**config.mk**
```make
export PLATFORM = sky130hd
export DESIGN_NAME = mask_box_entropy
export DESIGN_NICKNAME = d
export VERILOG_FILES = /design/src/hdl/mbe_pkg.sv /design/src/hdl/mbe_front.sv /design/src/hdl/mbe_fifo.sv /design/src/hdl/mbe_div.sv /design/src/hdl/mbe_back.sv /design/src/hdl/mask_box_entropy.sv
export SDC_FILE = /design/constraint.sdc
export NUM_CORES = 2
export LEC_CHECK = 0
export ABC_CLOCK_PERIOD_IN_PS = 7700
export BUFFER_PORTS_ARGS = -buffer_cell sky130_fd_sc_hd__buf_2
export CORE_ASPECT_RATIO = 0.8
export CORE_MARGIN = 2
export CORE_UTILIZATION = 40
export DETAILED_ROUTE_END_ITERATION = 8
export PLACE_DENSITY = 0.64
export SYNTH_ARGS = -nofsm -noshare
export SYNTH_HDL_FRONTEND = slang
export SYNTH_HIERARCHICAL = 1
export SYNTH_SLANG_ARGS = --single-unit
```
**constraint.sdc**
```tcl
create_clock -name clk -period 7.7 [get_ports clk]
set_input_delay 0.385 -clock clk [delete_from_list [all_inputs] [get_ports clk]]
set_output_delay 0.385 -clock clk [all_outputs]
set_load 0.01 [all_outputs]
```
**src/hdl/mbe_pkg.sv**
```systemverilog
package mbe_pkg;

	// coordinate width after clamping, covers a mask side up to 1024
	localparam int CRD_W = 11;
	// box area width at the largest mask side (1024 * 1024)
	localparam int AREA_W = 21;
	localparam int REG_W = 9;
	localparam int REG_IDX_W = 2;
	localparam int LOGIT_W = 16;
	localparam int PIX_W = 8;
	localparam int MEAN_W = 16;
	localparam int SUM_W = 31;

	// shared divider widths
	localparam int DIV_N_W = 33;
	localparam int DIV_D_W = 21;

	localparam logic [REG_IDX_W-1:0] REG_BOX_LEFT = 2'd0;
	localparam logic [REG_IDX_W-1:0] REG_BOX_RIGHT = 2'd1;
	localparam logic [REG_IDX_W-1:0] REG_BOX_TOP = 2'd2;
	localparam logic [REG_IDX_W-1:0] REG_BOX_BOTTOM = 2'd3;

	localparam logic [15:0] LN2_Q16 = 16'd45426;
	localparam logic [SUM_W-1:0] SUM_MAX = {SUM_W{1'b1}};

	// one classified pixel on its way from the front to the back
	typedef struct packed {
		logic signed [LOGIT_W-1:0] logit;
		logic in_box;
		logic last;
		logic nonempty;
		logic [AREA_W-1:0] area;
	} mbe_item_t;

	// round(65536 * exp(-2^(k-8))) for each bit of the Q8.8 magnitude
	function automatic logic [15:0] exp_coef(input logic [3:0] k);
		logic [15:0] c;
		case (k)
			4'd0: c = 16'd65280;
			4'd1: c = 16'd65026;
			4'd2: c = 16'd64520;
			4'd3: c = 16'd63520;
			4'd4: c = 16'd61565;
			4'd5: c = 16'd57835;
			4'd6: c = 16'd51039;
			4'd7: c = 16'd39750;
			4'd8: c = 16'd24109;
			4'd9: c = 16'd8869;
			4'd10: c = 16'd1200;
			4'd11: c = 16'd22;
			default: c = 16'd0;
		endcase
		return c;
	endfunction

endpackage

```
**src/hdl/mbe_front.sv**
```systemverilog
module mbe_front import mbe_pkg::*; #(
	parameter int MASK_SIDE = 256
) (
	input  logic                        clk,
	input  logic                        arst_n,
	input  logic                        wr_en,
	input  logic [REG_IDX_W-1:0]        wr_index,
	input  logic [REG_W-1:0]            wr_data,
	input  logic signed [LOGIT_W-1:0]   logit,
	input  logic [7:0]                  pixel_row,
	input  logic [7:0]                  pixel_col,
	input  logic                        frame_last,
	output mbe_item_t                   item
);

	localparam logic [CRD_W-1:0] SIDE = CRD_W'(MASK_SIDE);

	logic [REG_W-1:0] left_q, right_q, top_q, bottom_q;
	logic [CRD_W-1:0] l, r, t, b, col, row, w, h;
	logic [2*CRD_W-1:0] prod;

	function automatic logic [CRD_W-1:0] clamp(input logic [REG_W-1:0] v);
		logic [CRD_W-1:0] x;
		x = CRD_W'(v);
		return (x > SIDE) ? SIDE : x;
	endfunction

	always_ff @(posedge clk or negedge arst_n) begin
		if (!arst_n) begin
			left_q <= '0;
			right_q <= '0;
			top_q <= '0;
			bottom_q <= '0;
		end else if (wr_en) begin
			case (wr_index)
				REG_BOX_LEFT: left_q <= wr_data;
				REG_BOX_RIGHT: right_q <= wr_data;
				REG_BOX_TOP: top_q <= wr_data;
				REG_BOX_BOTTOM: bottom_q <= wr_data;
				default: ;
			endcase
		end
	end

	always_comb begin
		l = clamp(left_q);
		r = clamp(right_q);
		t = clamp(top_q);
		b = clamp(bottom_q);
		col = CRD_W'(pixel_col);
		row = CRD_W'(pixel_row);
		w = r - l;
		h = b - t;
		prod = w * h;
		item.logit = logit;
		item.in_box = (col >= l) && (col < r) && (row >= t) && (row < b);
		item.last = frame_last;
		item.nonempty = (r > l) && (b > t);
		item.area = prod[AREA_W-1:0];
	end

endmodule

```
**src/hdl/mbe_fifo.sv**
```systemverilog
module mbe_fifo import mbe_pkg::*; (
	input  logic      clk,
	input  logic      arst_n,
	input  logic      push,
	input  mbe_item_t din,
	output logic      full,
	input  logic      pop,
	output mbe_item_t dout,
	output logic      valid
);

	localparam int DEPTH = 2;
	localparam int PTR_W = $clog2(DEPTH);

	mbe_item_t mem_q [DEPTH];
	logic [PTR_W-1:0] wr_ptr_q, rd_ptr_q;
	logic [PTR_W:0] count_q;

	assign full = (count_q == (PTR_W+1)'(DEPTH));
	assign valid = (count_q != '0);
	assign dout = mem_q[rd_ptr_q];

	always_ff @(posedge clk) begin
		if (push) begin
			mem_q[wr_ptr_q] <= din;
		end
	end

	always_ff @(posedge clk or negedge arst_n) begin
		if (!arst_n) begin
			wr_ptr_q <= '0;
			rd_ptr_q <= '0;
			count_q <= '0;
		end else begin
			if (push) begin
				wr_ptr_q <= wr_ptr_q + 1'b1;
			end
			if (pop) begin
				rd_ptr_q <= rd_ptr_q + 1'b1;
			end
			case ({push, pop})
				2'b10: count_q <= count_q + 1'b1;
				2'b01: count_q <= count_q - 1'b1;
				default: ;
			endcase
		end
	end

endmodule

```
**src/hdl/mbe_div.sv**
```systemverilog
module mbe_div import mbe_pkg::*; (
	input  logic               clk,
	input  logic               arst_n,
	input  logic               start,
	input  logic [DIV_N_W-1:0] num,
	input  logic [DIV_D_W-1:0] den,
	output logic               done,
	output logic [DIV_N_W-1:0] quo,
	output logic [DIV_D_W-1:0] rem
);

	localparam int CNT_W = $clog2(DIV_N_W + 1);

	logic [CNT_W-1:0] cnt_q;
	logic [DIV_D_W-1:0] den_q, rem_q;
	logic [DIV_N_W-1:0] quo_q;
	logic done_q;
	logic [DIV_D_W:0] trial;
	logic fits;

	// restoring division, one quotient bit a cycle
	assign trial = {rem_q, quo_q[DIV_N_W-1]};
	assign fits = (trial >= {1'b0, den_q});
	assign done = done_q;
	assign quo = quo_q;
	assign rem = rem_q;

	always_ff @(posedge clk) begin
		if (start) begin
			den_q <= den;
			rem_q <= '0;
			quo_q <= num;
		end else if (cnt_q != '0) begin
			rem_q <= fits ? DIV_D_W'(trial - {1'b0, den_q}) : trial[DIV_D_W-1:0];
			quo_q <= {quo_q[DIV_N_W-2:0], fits};
		end
	end

	always_ff @(posedge clk or negedge arst_n) begin
		if (!arst_n) begin
			cnt_q <= '0;
			done_q <= 1'b0;
		end else begin
			done_q <= 1'b0;
			if (start) begin
				cnt_q <= CNT_W'(DIV_N_W);
			end else if (cnt_q != '0) begin
				cnt_q <= cnt_q - 1'b1;
				done_q <= (cnt_q == CNT_W'(1));
			end
		end
	end

endmodule

```
**src/hdl/mbe_back.sv**
```systemverilog
module mbe_back import mbe_pkg::*; (
	input  logic              clk,
	input  logic              arst_n,
	input  logic              item_valid,
	input  mbe_item_t         item,
	output logic              pop,
	output logic              out_valid,
	input  logic              out_ready,
	output logic [PIX_W-1:0]  out_pix,
	output logic [MEAN_W-1:0] out_mean,
	output logic              out_last
);

	typedef enum logic [12:0] {
		ST_IDLE = 13'b0_0000_0000_0001,
		ST_EXP  = 13'b0_0000_0000_0010,
		ST_SDS  = 13'b0_0000_0000_0100,
		ST_SDIV = 13'b0_0000_0000_1000,
		ST_NRM  = 13'b0_0000_0001_0000,
		ST_LOG  = 13'b0_0000_0010_0000,
		ST_LSUB = 13'b0_0000_0100_0000,
		ST_MULP = 13'b0_0000_1000_0000,
		ST_MULL = 13'b0_0001_0000_0000,
		ST_ACC  = 13'b0_0010_0000_0000,
		ST_MDS  = 13'b0_0100_0000_0000,
		ST_MDIV = 13'b0_1000_0000_0000,
		ST_FIN  = 13'b1_0000_0000_0000
	} st_t;

	st_t st_q;
	mbe_item_t item_q;
	logic [3:0] cnt_q;
	logic neg_q;
	logic [11:0] mag_q;
	logic [16:0] e_q, p_q, m_q;
	logic [3:0] msb_q;
	logic [15:0] frac_q, v_q;
	logic [20:0] l_q, t_q;
	logic [SUM_W-1:0] sum_q;
	logic [PIX_W-1:0] pix_q;
	logic [MEAN_W-1:0] mean_q;

	logic [16:0] lx, mag;
	logic [32:0] e_mul;
	logic [33:0] m_sq;
	logic [17:0] m_sh;
	logic [36:0] pl, tv;
	logic [20:0] v_full;
	logic [SUM_W:0] sum_add;
	logic [23:0] pix_mul;
	logic [3:0] msb;
	logic [16:0] m_init;
	logic [17:0] sden;
	logic div_start, div_done;
	logic [DIV_N_W-1:0] div_num, div_quo;
	logic [DIV_D_W-1:0] div_den, div_rem;
	logic p_round;
	logic out_load;

	assign pop = (st_q == ST_IDLE) && item_valid;
	assign out_load = (st_q == ST_FIN) && (!out_valid || out_ready);

	always_comb begin
		lx = {item.logit[LOGIT_W-1], item.logit};
		mag = lx[16] ? (17'd0 - lx) : lx;
		e_mul = 33'(e_q) * 33'(exp_coef(cnt_q)) + 33'd32768;
		m_sq = 34'(m_q) * 34'(m_q);
		m_sh = m_sq[33:16];
		pl = 37'(p_q[15:0]) * 37'(l_q);
		tv = 37'(t_q) * 37'(LN2_Q16) + 37'd32768;
		v_full = tv[36:16];
		sum_add = {1'b0, sum_q} + (SUM_W+1)'(v_q);
		pix_mul = {v_q, 8'd0} - 24'(v_q);
		msb = 4'd0;
		for (int i = 0; i < 16; i++) begin
			if (p_q[i]) begin
				msb = 4'(i);
			end
		end
		m_init = 17'({1'b0, p_q[15:0]} << (5'd16 - {1'b0, msb}));
		sden = 18'd65536 + 18'(e_q);
		// round to nearest against the sigmoid denominator
		p_round = ({div_rem, 1'b0} >= 22'(sden));
	end

	// the divider serves the sigmoid and the frame mean
	always_comb begin
		div_start = (st_q == ST_SDS) || (st_q == ST_MDS);
		if (st_q == ST_SDS) begin
			div_num = neg_q ? {e_q, 16'd0} : {1'b1, 32'd0};
			div_den = DIV_D_W'(sden);
		end else begin
			div_num = DIV_N_W'(sum_q);
			div_den = item_q.area;
		end
	end

	mbe_div u_div (
		.clk    (clk),
		.arst_n (arst_n),
		.start  (div_start),
		.num    (div_num),
		.den    (div_den),
		.done   (div_done),
		.quo    (div_quo),
		.rem    (div_rem)
	);

	// datapath registers
	always_ff @(posedge clk) begin
		case (st_q)
			ST_IDLE: begin
				if (item_valid) begin
					item_q <= item;
					neg_q <= lx[16];
					mag_q <= mag[11:0];
					e_q <= (mag >= 17'd4096) ? 17'd0 : 17'd65536;
					v_q <= '0;
				end
			end
			ST_EXP: begin
				if (mag_q[cnt_q]) begin
					e_q <= e_mul[32:16];
				end
			end
			ST_SDIV: begin
				if (div_done) begin
					p_q <= div_quo[16:0] + 17'(p_round);
				end
			end
			ST_NRM: begin
				msb_q <= msb;
				m_q <= m_init;
				frac_q <= '0;
				v_q <= '0;
			end
			ST_LOG: begin
				frac_q <= {frac_q[14:0], m_sh[17]};
				m_q <= m_sh[17] ? m_sh[17:1] : m_sh[16:0];
			end
			ST_LSUB: begin
				l_q <= {5'd16 - {1'b0, msb_q}, 16'd0} - 21'(frac_q);
			end
			ST_MULP: begin
				t_q <= pl[36:16];
			end
			ST_MULL: begin
				v_q <= (v_full > 21'd65535) ? 16'hFFFF : v_full[15:0];
			end
			ST_ACC: begin
				pix_q <= item_q.in_box ? pix_mul[23:16] : '0;
				mean_q <= '0;
			end
			ST_MDIV: begin
				if (div_done) begin
					mean_q <= (div_quo[DIV_N_W-1:MEAN_W] != '0) ? '1 : div_quo[MEAN_W-1:0];
				end
			end
			default: ;
		endcase
	end

	// control and running sum
	always_ff @(posedge clk or negedge arst_n) begin
		if (!arst_n) begin
			st_q <= ST_IDLE;
			cnt_q <= '0;
			sum_q <= '0;
			out_valid <= 1'b0;
		end else begin
			if (out_load) begin
				out_valid <= 1'b1;
			end else if (out_ready) begin
				out_valid <= 1'b0;
			end
			case (st_q)
				ST_IDLE: begin
					cnt_q <= '0;
					if (item_valid) begin
						st_q <= item.in_box ? ST_EXP : ST_ACC;
					end
				end
				ST_EXP: begin
					cnt_q <= cnt_q + 1'b1;
					if (cnt_q == 4'd11) begin
						st_q <= ST_SDS;
					end
				end
				ST_SDS: st_q <= ST_SDIV;
				ST_SDIV: begin
					if (div_done) begin
						st_q <= ST_NRM;
					end
				end
				ST_NRM: begin
					cnt_q <= '0;
					st_q <= ((p_q == '0) || p_q[16]) ? ST_ACC : ST_LOG;
				end
				ST_LOG: begin
					cnt_q <= cnt_q + 1'b1;
					if (cnt_q == 4'd15) begin
						st_q <= ST_LSUB;
					end
				end
				ST_LSUB: st_q <= ST_MULP;
				ST_MULP: st_q <= ST_MULL;
				ST_MULL: st_q <= ST_ACC;
				ST_ACC: begin
					if (item_q.in_box) begin
						sum_q <= sum_add[SUM_W] ? SUM_MAX : sum_add[SUM_W-1:0];
					end
					st_q <= (item_q.last && item_q.nonempty) ? ST_MDS : ST_FIN;
				end
				ST_MDS: st_q <= ST_MDIV;
				ST_MDIV: begin
					if (div_done) begin
						st_q <= ST_FIN;
					end
				end
				ST_FIN: begin
					if (out_load) begin
						if (item_q.last) begin
							sum_q <= '0;
						end
						st_q <= ST_IDLE;
					end
				end
				default: st_q <= ST_IDLE;
			endcase
		end
	end

	always_ff @(posedge clk) begin
		if (out_load) begin
			out_pix <= pix_q;
			out_mean <= mean_q;
			out_last <= item_q.last;
		end
	end

endmodule

```
**src/hdl/mask_box_entropy.sv**
```systemverilog
// channel   dir  handshake          payload
// s_*       in   s_tvalid/s_tready  tdata: logit, pixel_row, pixel_col; tlast: frame_last
// m_*       out  m_tvalid/m_tready  tdata: entropy_pixel, mean_entropy; tlast: result_last
// wr_*      in   wr_en only         wr_index selects box_left/right/top/bottom, wr_data value
//
// a pixel outside the box skips the sigmoid and log2; an in-box pixel runs the 33-step
// shared divider (sigmoid) and the 16 squaring steps of log2, the latter skipped when p
// comes out as 0 or 1; the last pixel of a non-empty box adds the mean division
// arst_n clears box registers, running sum, queue and sequencer
// a two-entry queue parts the input from the back end, and a result register
// parts the back end from the output: either side may stall on its own
module mask_box_entropy import mbe_pkg::*; #(
	parameter int MASK_SIDE = 256
) (
	input  logic                 clk,
	input  logic                 arst_n,
	input  logic                 s_tvalid,
	output logic                 s_tready,
	input  logic [31:0]          s_tdata,   // logit[15:0], pixel_row[23:16], pixel_col[31:24]
	input  logic                 s_tlast,
	output logic                 m_tvalid,
	input  logic                 m_tready,
	output logic [23:0]          m_tdata,   // entropy_pixel[7:0], mean_entropy[23:8]
	output logic                 m_tlast,
	input  logic                 wr_en,
	input  logic [REG_IDX_W-1:0] wr_index,
	input  logic [REG_W-1:0]     wr_data
);

	mbe_item_t front_item, queue_item;
	logic queue_full, queue_valid, queue_pop, push;
	logic [PIX_W-1:0] pix;
	logic [MEAN_W-1:0] mean;

	// an item enters the queue whenever there is room
	assign s_tready = !queue_full;
	assign push = s_tvalid && s_tready;

	// front: box registers, clamping, box test and area of the box
	mbe_front #(
		.MASK_SIDE (MASK_SIDE)
	) u_front (
		.clk        (clk),
		.arst_n     (arst_n),
		.wr_en      (wr_en),
		.wr_index   (wr_index),
		.wr_data    (wr_data),
		.logit      (s_tdata[15:0]),
		.pixel_row  (s_tdata[23:16]),
		.pixel_col  (s_tdata[31:24]),
		.frame_last (s_tlast),
		.item       (front_item)
	);

	mbe_fifo u_fifo (
		.clk    (clk),
		.arst_n (arst_n),
		.push   (push),
		.din    (front_item),
		.full   (queue_full),
		.pop    (queue_pop),
		.dout   (queue_item),
		.valid  (queue_valid)
	);

	// back: sigmoid, entropy term, running sum and frame mean
	mbe_back u_back (
		.clk        (clk),
		.arst_n     (arst_n),
		.item_valid (queue_valid),
		.item       (queue_item),
		.pop        (queue_pop),
		.out_valid  (m_tvalid),
		.out_ready  (m_tready),
		.out_pix    (pix),
		.out_mean   (mean),
		.out_last   (m_tlast)
	);

	assign m_tdata = {mean, pix};

	// the mean is only ever reported on the last item of a frame
	a_mean_only_last: assert property (@(posedge clk) disable iff (!arst_n)
		m_tvalid && !m_tlast |-> m_tdata[23:8] == 16'd0)
		else $error("mean reported on an item that is not last");

	// the entropy term never exceeds 65535, so the scaled byte stays below 255
	a_pix_range: assert property (@(posedge clk) disable iff (!arst_n)
		m_tvalid |-> m_tdata[7:0] != 8'hFF)
		else $error("pixel entropy byte out of range");

endmodule

```
==> metrics.txt <==
WHS=50.5 ps; boundary pin count=76; initial antenna violation count=3; crit end category=flip-flop; CP Launch Type=flip-flop; Hold Crit Class=input pin to flip-flop; CP Class=flip-flop to flip-flop; Syn Area/Cell=10.0 um^2; Die H=353 um; max_cap viols=0; via/cell ratio=5.21; fin crit share=96.7%; most frequent cells in the layout=inv_1 (1,088), fa_1 (845), nand2_1 (697); Routed WL per cell=17.9 um; PortBufs=75; distinct cell type count after synthesis=121; final net count=7,718; number of fill cells in the layout=14,397; CP max-delay cell=edfxtp_1; Arr. time, crit path=7820 ps; max frequency=134 MHz; Die X=440 um; Worst EP required=8070 ps; Clock Path Buffers=3; Die Outline Area=155,000 um^2; area grow syn2layout=8.28%; first-pass GRT wire length=241,000 um; CTS tree=built; Worst-Skew Late Latency=640 ps; ys async rst share=20.6%; CTS buffer count=51; n_diodes=0; Period minus WS final=7450 ps; Post-route DRC=0; Final GP Congestion=0.928; dpl cells=8,101; Global Route Usage Sum=19.2%; EDFF count, synth=349; Final setup viols=0; status=complete, no violations; sequential area share after synthesis=21.9%; syn nets=7,638; Worst Path Max Fanout=8; synthesis-stage register bit count=466; mapped cell area=60,900 um^2; share of layout cells above drive strength 1=9.16%; Critical Path, Cell by Cell=nand2_1, fa_1, inv_1, fa_1, inv_1, fa_1, fa_1, inv_1, fa_1, fa_1, ha_1, a2111oi_0, o21ai_0, a211o_1, nand4_1, a211o_1, o211ai_1, nand2_1, a31oi_1, and4_1, a2111oi_1, xnor2_1; largest net degree at the start of global routing=64; Slew headroom=17.9%; slew at the pin with the worst max-slew slack=1230 ps; critical path's most frequent cell=fa_1; Clock Skew=54.9 ps; Routed Antenna Nets=0; CTS clock-pin slew for the worst setup and hold paths=70 ps; commonest non-fill, non-tap cell in the layout=inv_1; CTS Sinks=466; H-tree levels=2; Warnings, synthesis=6; Initial Util=40.1%; vias=42,872; final WL=147,000 um; Synth Flop Type=edfxtp_1; Largest stage delay, worst path=670 ps; Post-DP HPWL=118,000 um; Final Hold Fails=0; row cnt=128; Max Slew Vio Count=0; first drt pass iteration count=8; r2r setup slk=250 ps; vias in the first global route=44,510; Synth Instances=6,090; total grt overflow=0; clock root cell=clkbuf_16; Finished Layout Cells=8,228; initial drt markers=3,338; core area=152,000 um^2
==> final cells by class <==
| class | count | area [um^2] | share of cell area [%] |
|---|---|---|---|
| clock inverter | 30 | 329 | 0.499 |
| inverter | 1093 | 4100 | 6.22 |
| sequential | 466 | 13300 | 20.2 |
| clock buffer | 66 | 1350 | 2.05 |
| multi-input combinational | 4291 | 42400 | 64.3 |
| tap | 2015 | 2520 | 3.83 |
| timing repair buffer | 267 | 1890 | 2.87 |
==> cell families after synthesis <==
kind of cell / after synthesis / share of synthesized area, %
flops: 466 / 21.9
xor+xnor: 195 / 2.87
mux: 166 / 3.51
compound gates: 749 / 8.46
simple gates: 1682 / 13.5
buf+inv: 1333 / 8.57
fa+ha+maj: 1499 / 41.2
==> metal layers <==
layer	track usage [%]	part of all wire (%)	wire length (um)
met4	3.77	1.8	2680
met1	27.1	45	66500
met2	31.7	47	69500
met3	2.36	5.6	8230
met5	0	0.014	21
==> registers in the layout, indices dropped and copies added (netlist names), 9 cells and up <==
signal              flops
u_back/mag_q           12
u_front/bottom_q        9
u_back/l_q             21
u_front/top_q           9
u_back/u_div/rem       21
u_back/frac_q          16
u_back/u_div/den_q     21
u_back/sum_q           31
u_fifo/mem_q           80
u_back/mean_q          16
u_back/p_q             17
u_front/left_q          9
u_front/right_q         9
u_back/item_q          24
u_back/st_q            13
u_back/v_q             16
u_back/out_mean        16
u_back/m_q             17
u_back/u_div/quo       33
u_back/t_q             21
u_back/e_q             17
==> repair_timing <==
| action | CTS | global route |
|---|---|---|
| endpoints found under the hold margin | 70 | 0 |
| setup buffers | 0 | 13 |
| endpoints found under the setup margin | 0 | 10 |
| hold buffers | 18 | 0 |
| gates resized for setup | 0 | 5 |
==> per-stage QoR <==
step           instance area [um^2]  util [%]  setup TNS [ps]  setup slack (ps)
6_report                      65900      43.5               0               254
5_1_grt                       65900      43.5           -17.2             -17.2
4_1_cts                       65800      43.4               0               166
3_5_place_dp                  63900      42.1               0               163
3_3_place_gp                  63900      42.1               0               336
2_1_floorplan                 60900         -               0               454
==> cells in the mapped netlist (21+ instances only) <==
cell / instances / share of area [%]
xor2_1: 59 / 0.85
o21a_1: 65 / 0.80
a21oi_1: 172 / 1.4
nand3_1: 69 / 0.57
a31oi_1: 28 / 0.29
nand2_1: 697 / 4.3
nand2b_1: 55 / 0.57
dfxtp_1: 21 / 0.69
buf_2: 22 / 0.18
clkbuf_1: 177 / 1.1
nand4_1: 35 / 0.36
and2_1: 279 / 2.9
o21ai_0: 137 / 1.1
nor4_1: 22 / 0.23
dfrtp_1: 95 / 3.9
edfxtp_1: 349 / 17
nor3_1: 73 / 0.60
mux2_2: 72 / 1.3
inv_1: 1088 / 6.7
ha_1: 654 / 13
o21ai_1: 28 / 0.23
xnor2_1: 131 / 1.9
and3_1: 44 / 0.45
a21o_1: 67 / 0.83
mux2i_1: 40 / 0.66
nor2b_1: 48 / 0.49
fa_1: 845 / 28
nor2_1: 240 / 1.5
mux2_4: 39 / 0.96
==> critical path: cells and delay by family, from the launching register on <==
family / cells / cell delay, ps
fa+ha+maj: 7 / 3330
flops: 1 / 670
compound gates: 7 / 2110
xor+xnor: 1 / 110
buf+inv: 3 / 160
simple gates: 4 / 820
==> final timing paths <==
path                            startpoint                   to  depth (start not counted)
min in group asynchronous           arst_n  u_front/bottom_q[3]                          2
min reg2reg                u_back/pix_q[0]    u_back/out_pix[0]                          0
max reg2reg                  u_back/p_q[4]       u_back/t_q[20]                         22
max                          u_back/p_q[4]       u_back/t_q[20]                         22
max in group asynchronous           arst_n      u_fifo/rd_ptr_q                          3
min                             wr_data[3]   u_front/right_q[3]                          2
Power is left out: the tool's default activity adds up to more than one toggle a clock period on the data nets, which glitch-free logic cannot reach.
